File: config.mk
export PLATFORM = sky130hd
export DESIGN_NAME = bbe_avg
export DESIGN_NICKNAME = d
export VERILOG_FILES = /design/src/rtl/bbe_pkg.sv /design/src/rtl/bbe_avg.sv
export SDC_FILE = /design/constraint.sdc
export NUM_CORES = 1
export LEC_CHECK = 0
export BUFFER_PORTS_ARGS = -buffer_cell sky130_fd_sc_hd__buf_4
export CAP_MARGIN = 0
export CORE_AREA = 2 2 209 253
export DETAILED_ROUTE_END_ITERATION = 16
export DIE_AREA = 0 0 211 255
export PLACE_DENSITY = 0.77
export SLEW_MARGIN = 10
export SYNTH_ARGS = -nofsm -noshare
export SYNTH_HDL_FRONTEND = slang
export SYNTH_SLANG_ARGS = --single-unit
File: constraint.sdc
create_clock -name clock -period 11.71 [get_ports clock]
set_input_delay 0.5855 -clock clock [delete_from_list [all_inputs] [get_ports clock]]
set_output_delay 0.5855 -clock clock [all_outputs]
set_load 0.01 [all_outputs]
File: src/rtl/bbe_pkg.sv
// Shared types, constants and the reciprocal table for the edge-aware 3x3 box blur.
// No dependencies; the top level, bbe_avg and the testbench import this package.
package bbe_pkg;

   // Line buffer depth and the column counter that addresses it
   localparam int MAX_WIDTH = 2048;
   localparam int COL_W     = (MAX_WIDTH > 1) ? $clog2(MAX_WIDTH) : 1;

   // Register widths
   localparam int IMG_W_W    = 12;
   localparam int IMG_H_W    = 16;
   localparam int CSR_IDX_W  = 1;
   localparam int CSR_DATA_W = 16;
   // Effective width must hold both the register value and MAX_WIDTH itself
   localparam int EFF_W      = (COL_W + 1 > IMG_W_W) ? COL_W + 1 : IMG_W_W;

   localparam logic [IMG_W_W-1:0] WIDTH_RESET  = IMG_W_W'(640);
   localparam logic [IMG_H_W-1:0] HEIGHT_RESET = IMG_H_W'(480);

   // Register indexes
   localparam logic [CSR_IDX_W-1:0] CSR_IMAGE_WIDTH  = 1'b0;
   localparam logic [CSR_IDX_W-1:0] CSR_IMAGE_HEIGHT = 1'b1;

   // Item commands
   localparam logic CMD_PIXEL = 1'b0;
   localparam logic CMD_DRAIN = 1'b1;

   // Pixel layout: channel 0 red, 1 green, 2 blue
   localparam int CH_W  = 8;
   localparam int N_CH  = 3;
   localparam int PIX_W = CH_W * N_CH;

   // Averaging datapath
   localparam int SUM_W       = 12;   // 9 * 255 + 4 fits
   localparam int COUNT_W     = 4;
   localparam int RECIP_SHIFT = 16;
   localparam int RECIP_W     = RECIP_SHIFT + 1;

   typedef logic [N_CH-1:0][CH_W-1:0] pixel_type;
   typedef pixel_type [2:0] column_type;   // index 0 top .. 2 bottom
   typedef column_type [2:0] window_type;  // index 0 left .. 2 right

   typedef struct packed {
      logic top;
      logic bottom;
      logic left;
      logic right;
   } border_type;

   typedef struct packed {
      logic accept;
      logic mem_wr;
      logic sum_en;
      logic rsp_load;
   } ctl_type;

   typedef enum logic [1:0] {
      ST_IDLE,
      ST_READ,
      ST_SUM,
      ST_DIVIDE
   } state_type;

   // ceil(2^16 / count); exact for every dividend below 2^16 / 2
   function automatic logic [RECIP_W-1:0] recip(input logic [COUNT_W-1:0] count);
      logic [RECIP_W-1:0] m;
      unique case (count)
         4'd2:    m = RECIP_W'(32768);
         4'd3:    m = RECIP_W'(21846);
         4'd4:    m = RECIP_W'(16384);
         4'd6:    m = RECIP_W'(10923);
         4'd9:    m = RECIP_W'(7282);
         default: m = RECIP_W'(65536);
      endcase
      return m;
   endfunction

endpackage

File: src/rtl/bbe_avg.sv
// Masked 3x3 sum and rounded division by the neighbour count.
// Depends on bbe_pkg (window, border and reciprocal table).
module bbe_avg (
   input  logic                        clock,
   input  logic                        sum_en,
   input  bbe_pkg::window_type         window,
   input  bbe_pkg::border_type         border,
   output logic [bbe_pkg::CH_W-1:0]    red_q,
   output logic [bbe_pkg::CH_W-1:0]    green_q,
   output logic [bbe_pkg::CH_W-1:0]    blue_q
);
   import bbe_pkg::*;

   logic [2:0]                     col_ok;
   logic [2:0]                     row_ok;
   logic [1:0]                     n_cols;
   logic [1:0]                     n_rows;
   logic [COUNT_W-1:0]             count;
   logic [N_CH-1:0][SUM_W-1:0]     total;
   logic [2:0][N_CH-1:0][SUM_W-1:0] col_sum;
   logic [N_CH-1:0][SUM_W-1:0]     sum_ff;
   logic [RECIP_W-1:0]             recip_ff;
   logic [N_CH-1:0][CH_W-1:0]      quot;
   logic [SUM_W+RECIP_W-1:0]       prod [N_CH];

   assign col_ok = {border.right, 1'b1, border.left};
   assign row_ok = {border.bottom, 1'b1, border.top};
   assign n_cols = 2'd1 + 2'(border.left) + 2'(border.right);
   assign n_rows = 2'd1 + 2'(border.top) + 2'(border.bottom);
   assign count  = COUNT_W'(n_cols) * COUNT_W'(n_rows);

   // Sum each column first, then the three columns
   always_comb begin
      for (int c = 0; c < 3; c++) begin
         for (int k = 0; k < N_CH; k++) begin
            col_sum[c][k] = '0;
            for (int r = 0; r < 3; r++) begin
               if (row_ok[r]) begin
                  col_sum[c][k] = col_sum[c][k] + SUM_W'(window[c][r][k]);
               end
            end
         end
      end
      for (int k = 0; k < N_CH; k++) begin
         total[k] = SUM_W'(count >> 1);
         for (int c = 0; c < 3; c++) begin
            if (col_ok[c]) begin
               total[k] = total[k] + col_sum[c][k];
            end
         end
      end
   end

   always_ff @(posedge clock) begin
      if (sum_en) begin
         sum_ff   <= total;
         recip_ff <= recip(count);
      end
   end

   // Multiply by the reciprocal; the caller registers the quotient
   always_comb begin
      for (int k = 0; k < N_CH; k++) begin
         prod[k] = (SUM_W + RECIP_W)'(sum_ff[k]) * (SUM_W + RECIP_W)'(recip_ff);
         quot[k] = prod[k][RECIP_SHIFT +: CH_W];
      end
   end

   assign red_q   = quot[0];
   assign green_q = quot[1];
   assign blue_q  = quot[2];

endmodule

==> impl_metrics.csv, run 1 <==
group,metric,value,unit
logic_synthesis,ys_warn_count,0,
cts,cts_setup_buffers,0,
logic_synthesis,synth_area_per_cell,8.73,um2
floorplanning,dieArea,53800,um2
floorplanning,core_area,51700,um2
logic_synthesis,ys_seq_elements,44,
logic_synthesis,ys_async_sr_fraction,0,
routing,ant_nets,0,
placed_design,dp_hpwl,55000,um
routing,viasPerCell,5.43,
cts,cts_resized,0,
timing,fin_tns_setup,0,ns
layout,layout-drive-gt1-share,0.101,
logic_synthesis,ys_types,73,
placed_design,place_ws,4.93,ns
layout,mostFrequentLayoutCells,"inv_1 (515), fa_1 (402), ha_1 (350)",
job,max_cap_viol_count,0,
layout,nets,4083,
run_status,outcome,"complete, no violations",
cts,clockBufferDepth,2,
setup_path,worstSetupStartpointType,"register",
cts,root_buffer,"clkbuf_16",
timing,setup_viol,0,
layout,syn_to_final_growth,10.3,%
placed_design,dpl.cell_count,3760,
routing,drc,0,
cts,htree_levels,2,
layout,design_area,28100,um2
setup_path,cp_max_fo,39,
placed_design,placed_area,27900,um2
timing,finalCritPeriodShare,0.585,
global_routing,grtUsageTotal,0.238,
routing,vias,20500,
global_routing,overflow,0,
routing,post_drt_wl_per_cell,16.5,um
cts,cts_buffers,5,
cts,cts.sinks,44,
layout,fill_cells,4594,
cts,ctsHoldBuffers,0,
global_routing,grt-busiest-layer,"met2",
cts,clkSlewWorstSetupHoldPaths,0.06,ns
timing,slew_headroom,0.398,
global_routing,grt_pass1_vias,21100,
placed_design,gp_congestion,0.918,
timing,maxSlewViolCount,0,
timing,worst_pin_slew,0.881,ns
logic_synthesis,synth_edf_count,44,
layout,antenna_cells,0,
routing,firstDrtPassIters,5,
global_routing,antenna_found_initial,0,
global_routing,grt_pass1_wl,103000,um
layout,stdcell_count,3768,
setup_path,cp.required,11.12,ns
routing,drt_wl_total,62200,um
timing,hold_violations,0,
floorplanning,rows,92,
logic_synthesis,syn_nets,3890,
logic_synthesis,synthCells,2916,
routing,drt_iter0_drc,972,
setup_path,setup.worst_path.end_class,"primary output",
placed_design,io_buffers,245,
floorplanning,io_pins,246,
layout,mostFrequentLayoutCell,"inv_1",
floorplanning,dieWidth,211,um
timing,rsz0062_at_grt,"false",
cts,cts_tree,"yes",
floorplanning,initial_utilization,0.492,
timing,max_freq,146,MHz
logic_synthesis,synth_area,25500,um2
floorplanning,die_h,255,um
global_routing,use_met1,0.291,
global_routing,grt_max_degree,74,
logic_synthesis,ys_seq_area_frac,0.0519,
global_routing,use_met2,0.431,
global_routing,met3_usage,0.0131,
setup_path,arrival,6.27,ns
min_path,min_path_type,"in2reg",
logic_synthesis,synthFlopType,"edfxtp_1",
setup_path,critPathKind,"reg2out",
timing,fin_ws,4.86,ns
timing,min_period,6.85,ns
## layout make-up
type	instances	area, um2	area share
repair buffers	255	1910	0.0682
flip-flops and latches	44	1320	0.0471
inverters	516	1940	0.0690
clock inverters	3	42.5	0.00151
clock buffers	5	125	0.00446
multi-input cells	2287	21900	0.781
well taps	658	823	0.0293
## flip-flops by register name, indices dropped and copies added, names as in the netlist
register,cells
recip_ff,8
sum_ff,36
## critical path: stages, from the launching register on
cell and delay, ns:
edfxtp_1 0.32, buf_4 0.36, and2_1 0.34, fa_1 0.50, fa_1 0.50, inv_1 0.06, fa_1 0.53, inv_1 0.05
fa_1 0.49, fa_1 0.41, ha_1 0.32, a21oi_1 0.12, a21boi_0 0.09, a2111oi_0 0.66, nor3_1 0.25, o211a_1 0.28
o41ai_1 0.35, xnor2_1 0.17, buf_4 0.14
## cells by family after synthesis
family	after synthesis	synth area share
AND/OR/NAND/NOR	799	0.160
adder cells (fa/ha/maj)	752	0.488
buffers and inverters	585	0.0869
AO/OA/AOI/OAI	482	0.121
XOR/XNOR	206	0.0709
multiplexers	48	0.0207
flip-flops	44	0.0519
## cell usage after synthesis (11+ instances only)
library cell  number  share of area
o21a_1            25         0.0074
and2_1           242          0.059
a2111oi_0         14         0.0048
nor2_1           162          0.024
nand3_1           15         0.0029
inv_1            515          0.076
a21oi_1          157          0.031
mux2_2            38          0.017
a21o_1            52          0.015
o31ai_1           20         0.0059
nand4_1           11         0.0027
o21ai_0           95          0.019
ha_1             350           0.17
nor3_1            62          0.012
fa_1             402           0.32
xnor2_1          132          0.045
nor2b_1           36         0.0088
xor2_1            74          0.025
clkbuf_1          57         0.0084
edfxtp_1          44          0.052
o41ai_1           15         0.0052
nand2b_1          13         0.0032
a211oi_1          12         0.0035
nand2_1          196          0.029
## per-layer routing
layer / routed length [um] / vias up / part of all wire
met4: 2920 / 0 / 0.047
met3: 2370 / 137 / 0.038
met1: 25500 / 9861 / 0.41
met5: 0 / - / 0
met2: 31400 / 558 / 0.50
li1: - / 9916 / -
## metrics by stage
step	hold slack (ns)	utilization
finish	0.805	0.543
detailed placement	1.12	0.540
floorplan	0.698	-
CTS	0.813	0.543
global route	0.836	0.543
global placement	1.12	0.540
## worst paths after layout
check / start / to / slack (ns) / depth (start not counted)
max: recip_ff[13] / green_q[7] / 4.86 / 18
min: sum_en / sum_ff[24] / 0.81 / 1
Power of run 1 is left out: the tool's default activity adds up to more than one toggle a clock period on the data nets, which glitch-free logic cannot reach.
==> run 2, diff against run 1 <==
--- a/config.mk
+++ b/config.mk
@@ -10,7 +10,7 @@
 export CORE_AREA = 2 2 209 253
 export DETAILED_ROUTE_END_ITERATION = 16
 export DIE_AREA = 0 0 211 255
-export PLACE_DENSITY = 0.77
+export PLACE_DENSITY = 0.79
 export SLEW_MARGIN = 10
 export SYNTH_ARGS = -nofsm -noshare
 export SYNTH_HDL_FRONTEND = slang
==> constraint.sdc (replaced) <==
create_clock -name clock -period 6.1 [get_ports clock]
set_input_delay 0.305 -clock clock [delete_from_list [all_inputs] [get_ports clock]]
set_output_delay 0.305 -clock clock [all_outputs]
set_load 0.01 [all_outputs]
==> run 2 against run 1 <==
  * Worst setup slack got worse by 4.8 ns
  * Via count is 1.7% higher
  * Critical path depth grew 3
  * Core utilization up 1.9 points
  * Die area unchanged
  * First-iteration DRC count is 0.82% higher
  * Highest routed layer unchanged
  * Non-clock buffer count rose by 54
==> impl_metrics.csv, run 2 (synthesized netlist as in run 1, its figures left out) <==
group,metric,value,unit
global_routing,grt_max_degree,62,
setup_path,setup.worst_path.end_class,"primary output",
global_routing,grtUsageTotal,0.241,
routing,drt_iter0_drc,980,
placed_design,dp_hpwl,56800,um
setup_path,critPathKind,"reg2out",
cts,root_buffer,"clkbuf_16",
timing,hold_violations,0,
layout,regMostFlops,"sum_ff",
cts,ctsHoldBuffers,0,
timing,maxSlewViolCount,0,
routing,post_drt_wl_per_cell,17.0,um
placed_design,io_buffers,245,
timing,max_freq,166,MHz
cts,cts_tree,"yes",
global_routing,grt_pass1_vias,21600,
cts,clockBufferDepth,2,
routing,ant_nets,0,
floorplanning,core_area,51700,um2
timing,rsz0062_at_grt,"true",
global_routing,antenna_found_initial,1,
global_routing,overflow,0,
cts,htree_levels,2,
run_status,outcome,"complete, no violations",
placed_design,gp_congestion,0.957,
setup_path,cp_slowest_cell,"fa_1",
routing,vias,20800,
timing,finalCritPeriodShare,0.990,
job,max_cap_viol_count,0,
floorplanning,die_h,255,um
setup_path,cp_cell_sequence,"buf_6 -> and2_4 -> fa_1 -> inv_2 -> fa_1 -> inv_2 -> fa_1 -> inv_2 -> fa_1 -> inv_1 -> fa_1 -> ha_1 -> nand4_1 -> a21oi_2 -> a2111oi_2 -> buf_4 -> nor3_4 -> o211a_1 -> o41ai_2 -> xnor2_1 -> buf_4",
layout,nets,4137,
layout,syn_to_final_growth,14.1,%
cts,clkSlewWorstSetupHoldPaths,0.06,ns
layout,mostFrequentLayoutCell,"inv_1",
timing,setup_viol,0,
layout,fill_cells,4490,
setup_path,crit_buf_inv,7,
setup_path,cpPeakStageDelay,0.56,ns
setup_path,crit_top_cell,"fa_1",
layout,top_regs,"sum_ff (36), recip_ff (8)",
floorplanning,io_pins,246,
floorplanning,rows,92,
global_routing,grt_pass1_wl,104000,um
layout,largest_reg_flops,36,
min_path,min_path_type,"in2reg",
cts,cts_buffers,5,
floorplanning,dieArea,53800,um2
routing,drt_wl_total,64900,um
timing,slew_headroom,0.344,
floorplanning,dieWidth,211,um
layout,multi_input_area,22400,um2
layout,mostFrequentLayoutCells,"inv_1 (504), fa_1 (384), ha_1 (340)",
timing,fin_tns_setup,0,ns
setup_path,cp.required,5.79,ns
layout,layout-drive-gt1-share,0.146,
setup_path,cp_max_fo,5,
timing,worst_pin_slew,0.959,ns
routing,firstDrtPassIters,5,
cts,cts.sinks,44,
setup_path,worstSetupStartpointType,"register",
setup_path,crit_family,"adder cells",
routing,drc,0,
layout,final-seq-area,1320,um2
timing,min_period,6.04,ns
floorplanning,initial_utilization,0.492,
setup_path,arrival,5.73,ns
routing,viasPerCell,5.45,
run 2: changes by cell type in the layout (fill, tap and decap cells not counted), moves of 11 or more:
cell	change
a21oi_1	-11
fa_2	+18
buf_4	+41
inv_1	-11
and2_1	-14
and2_4	+11
inv_2	+11
fa_1	-18
run 2: routing by layer:
metal / share of wire / routed length, um / GRT usage / vias to the layer above
met1: 0.39 / 25100 / 0.277 / 10000
li1: - / - / - / 10000
met5: 0 / 0 / 0 / -
met2: 0.53 / 34700 / 0.466 / 611
met3: 0.041 / 2680 / 0.0156 / 140
met4: 0.037 / 2430 / 0.0911 / 0
run 2: final timing paths:
check	start	to	cells after the start
worst max-delay path	recip_ff[12]	green_q[7]	21
worst min-delay path	sum_en	sum_ff[0]	1
run 2: area by class of cell:
type / count / area share
Antenna cell: 1 / 0.0000861
Clock buffer: 5 / 0.00431
Clock inverter: 3 / 0.00159
Inverter: 516 / 0.0667
Multi-Input combinational cell: 2287 / 0.770
Sequential cell: 44 / 0.0455
Tap cell: 658 / 0.0283
Timing Repair Buffer: 309 / 0.0840
run 2: per-stage QoR:
step                      utilization  instances  cell area, um2  hold WS, ns  worst slack (ns)
after detailed placement        0.546       3794           28200        0.835           -0.0665
final                           0.562       3823           29000        0.524            0.0609
after floorplan                     -       2916           25500        0.417             0.114
after global routing            0.562       3823           29000        0.554            -0.161
after CTS                       0.553       3811           28600        0.534          -0.00292
after global placement          0.546       3794           28200        0.831          -0.00123
run 2: timing repair:
action	in CTS	in global routing
pin swaps	5	26
gates cloned	1	1
buffers inserted	8	10
endpoints found under the setup margin	13	25
gates resized for setup	26	102
Power of run 2 is left out for the same reason.
==> run 3, diff against run 2 <==
--- a/config.mk
+++ b/config.mk
@@ -10,7 +10,7 @@
 export CORE_AREA = 2 2 209 253
 export DETAILED_ROUTE_END_ITERATION = 16
 export DIE_AREA = 0 0 211 255
-export PLACE_DENSITY = 0.79
+export PLACE_DENSITY = 0.71
 export SLEW_MARGIN = 10
 export SYNTH_ARGS = -nofsm -noshare
 export SYNTH_HDL_FRONTEND = slang
==> run 3 against run 2 <==
  * Global-route usage increased by 1.8 points
  * Flip-flop and latch count unchanged
  * Final cell count increased by 0.55%
  * Design area increased by 0.99%
  * First-iteration DRC count decreased by 9.9%
  * Non-clock buffer count increased by 22
  * Hold slack improved by 0.0054 ns
  * Critical endpoint is now green_q[6]
  * Largest cell class unchanged
==> impl_metrics.csv, run 3 (synthesized netlist as in run 1, its figures left out) <==
group,metric,value,unit
floorplanning,dieWidth,211,um
min_path,whs_path_depth,1,
layout,final-seq-area,1320,um2
setup_path,critPathKind,"reg2out",
layout,antenna_cells,0,
setup_path,cp.required,5.79,ns
setup_path,worstSetupStartpointType,"register",
global_routing,grt_pass1_vias,22500,
setup_path,cp_max_fo,16,
min_path,min_path_type,"in2reg",
layout,layout-drive-gt1-share,0.152,
cts,htree_levels,2,
layout,largest_reg_flops,36,
setup_path,worstSetupStartpoint,"recip_ff[13]",
layout,top_regs,"sum_ff (36), recip_ff (8)",
setup_path,setup.worst_path.end_class,"primary output",
min_path,hold_end,"sum_ff[9]",
layout,fill_cells,4545,
layout,multi_input_area,22500,um2
routing,ant_nets,0,
routing,viasPerCell,5.46,
cts,cts_tree,"yes",
cts,cts.sinks,44,
min_path,hold_start,"sum_en",
cts,clkSlewWorstSetupHoldPaths,0.06,ns
timing,min_period,6.04,ns
global_routing,overflow,0,
cts,clockBufferDepth,2,
floorplanning,rows,92,
placed_design,place_ws,-0.187,ns
timing,holdWs,0.529,ns
floorplanning,core_area,51700,um2
floorplanning,die_h,255,um
routing,post_drt_wl_per_cell,17.9,um
routing,drt_wl_total,68800,um
global_routing,antenna_found_initial,0,
routing,firstDrtPassIters,7,
timing,finalCritPeriodShare,0.991,
timing,slew_headroom,0.216,
cts,cts_buffers,5,
job,max_cap_viol_count,0,
timing,rsz0062_at_grt,"true",
floorplanning,dieArea,53800,um2
layout,regMostFlops,"sum_ff",
global_routing,grtUsageTotal,0.259,
placed_design,dp_hpwl,60200,um
placed_design,io_buffers,245,
floorplanning,initial_utilization,0.492,
layout,mostFrequentLayoutCell,"inv_1",
layout,nets,4159,
timing,max_freq,165,MHz
routing,vias,21000,
layout,syn_to_final_growth,15.3,%
routing,drc,0,
cts,root_buffer,"clkbuf_16",
timing,setup_viol,0,
layout,mostFrequentLayoutCells,"inv_1 (509), fa_1 (385), ha_1 (340)",
run_status,outcome,"complete, no violations",
routing,drt_iter0_drc,883,
timing,fin_tns_setup,0,ns
global_routing,grt_max_degree,62,
timing,maxSlewViolCount,0,
placed_design,gp_congestion,0.937,
global_routing,grt_pass1_wl,111000,um
timing,hold_violations,0,
setup_path,arrival,5.74,ns
timing,fin_ws,0.0573,ns
timing,worst_pin_slew,1.15,ns
floorplanning,io_pins,246,
## run 3: cell count changes in the layout (fill, tap and decap cells not counted), moves of 3 or more
cell | previous run | this run
inv_2 | 12 | 7
inv_1 | 504 | 509
buf_12 | 4 | 7
and2_2 | 3 | 7
buf_4 | 296 | 314
buf_16 | 0 | 3
## run 3: how the worst max path moves through the flow
stage / endpoint / slack (ns) / cells past startpoint
CTS: red_q[7] / -0.0003 / 21
floorplan: sum_ff[9] / 0.11 / 25
finish: green_q[6] / 0.06 / 19
global route: green_q[6] / -0.14 / 19
global placement: sum_ff[9] / 0.02 / 27
detailed placement: sum_ff[20] / -0.19 / 27
## run 3: routing by layer
metal	GRT usage	vias to the layer above	wire length (um)
li1	-	10100	-
met1	0.294	10300	26700
met2	0.505	492	37200
met3	0.0207	142	2280
met4	0.0928	0	2560
met5	0	-	0
## run 3: stage by stage
step	instance area [um2]	std cells	utilization
after detailed placement	28400	3810	0.549
final	29300	3844	0.568
after global placement	28400	3810	0.549
after CTS	28800	3833	0.558
after floorplan	25500	2916	-
after global routing	29300	3844	0.568
## run 3: repair_timing
item                       4_1_cts  5_1_grt
resized for setup               46       92
setup buffers                   12       13
setup endpoints to repair       11       27
hold buffers                     0        0
cloned                           3        0
pin swaps                       13       49
## run 3: layout make-up
type / instances / area share
Clock buffer: 6 / 0.00439
Tap cell: 658 / 0.0281
Inverter: 516 / 0.0660
Multi-Input combinational cell: 2287 / 0.765
Clock inverter: 2 / 0.000384
Timing Repair Buffer: 331 / 0.0906
Sequential cell: 44 / 0.0450
## run 3: worst max-delay path, cell delays in order (launching register included)
cell	delay, ns
edfxtp_1	0.38
buf_4	0.19
buf_16	0.16
and2_1	0.20
fa_1	0.51
inv_1	0.08
fa_1	0.47
fa_2	0.62
fa_1	0.42
inv_1	0.08
fa_1	0.41
ha_2	0.20
a211oi_2	0.21
nor2_1	0.09
or4_4	0.44
a31o_1	0.23
a41o_1	0.24
a21oi_2	0.20
xnor2_2	0.15
buf_4	0.15
Power of run 3 is left out for the same reason.
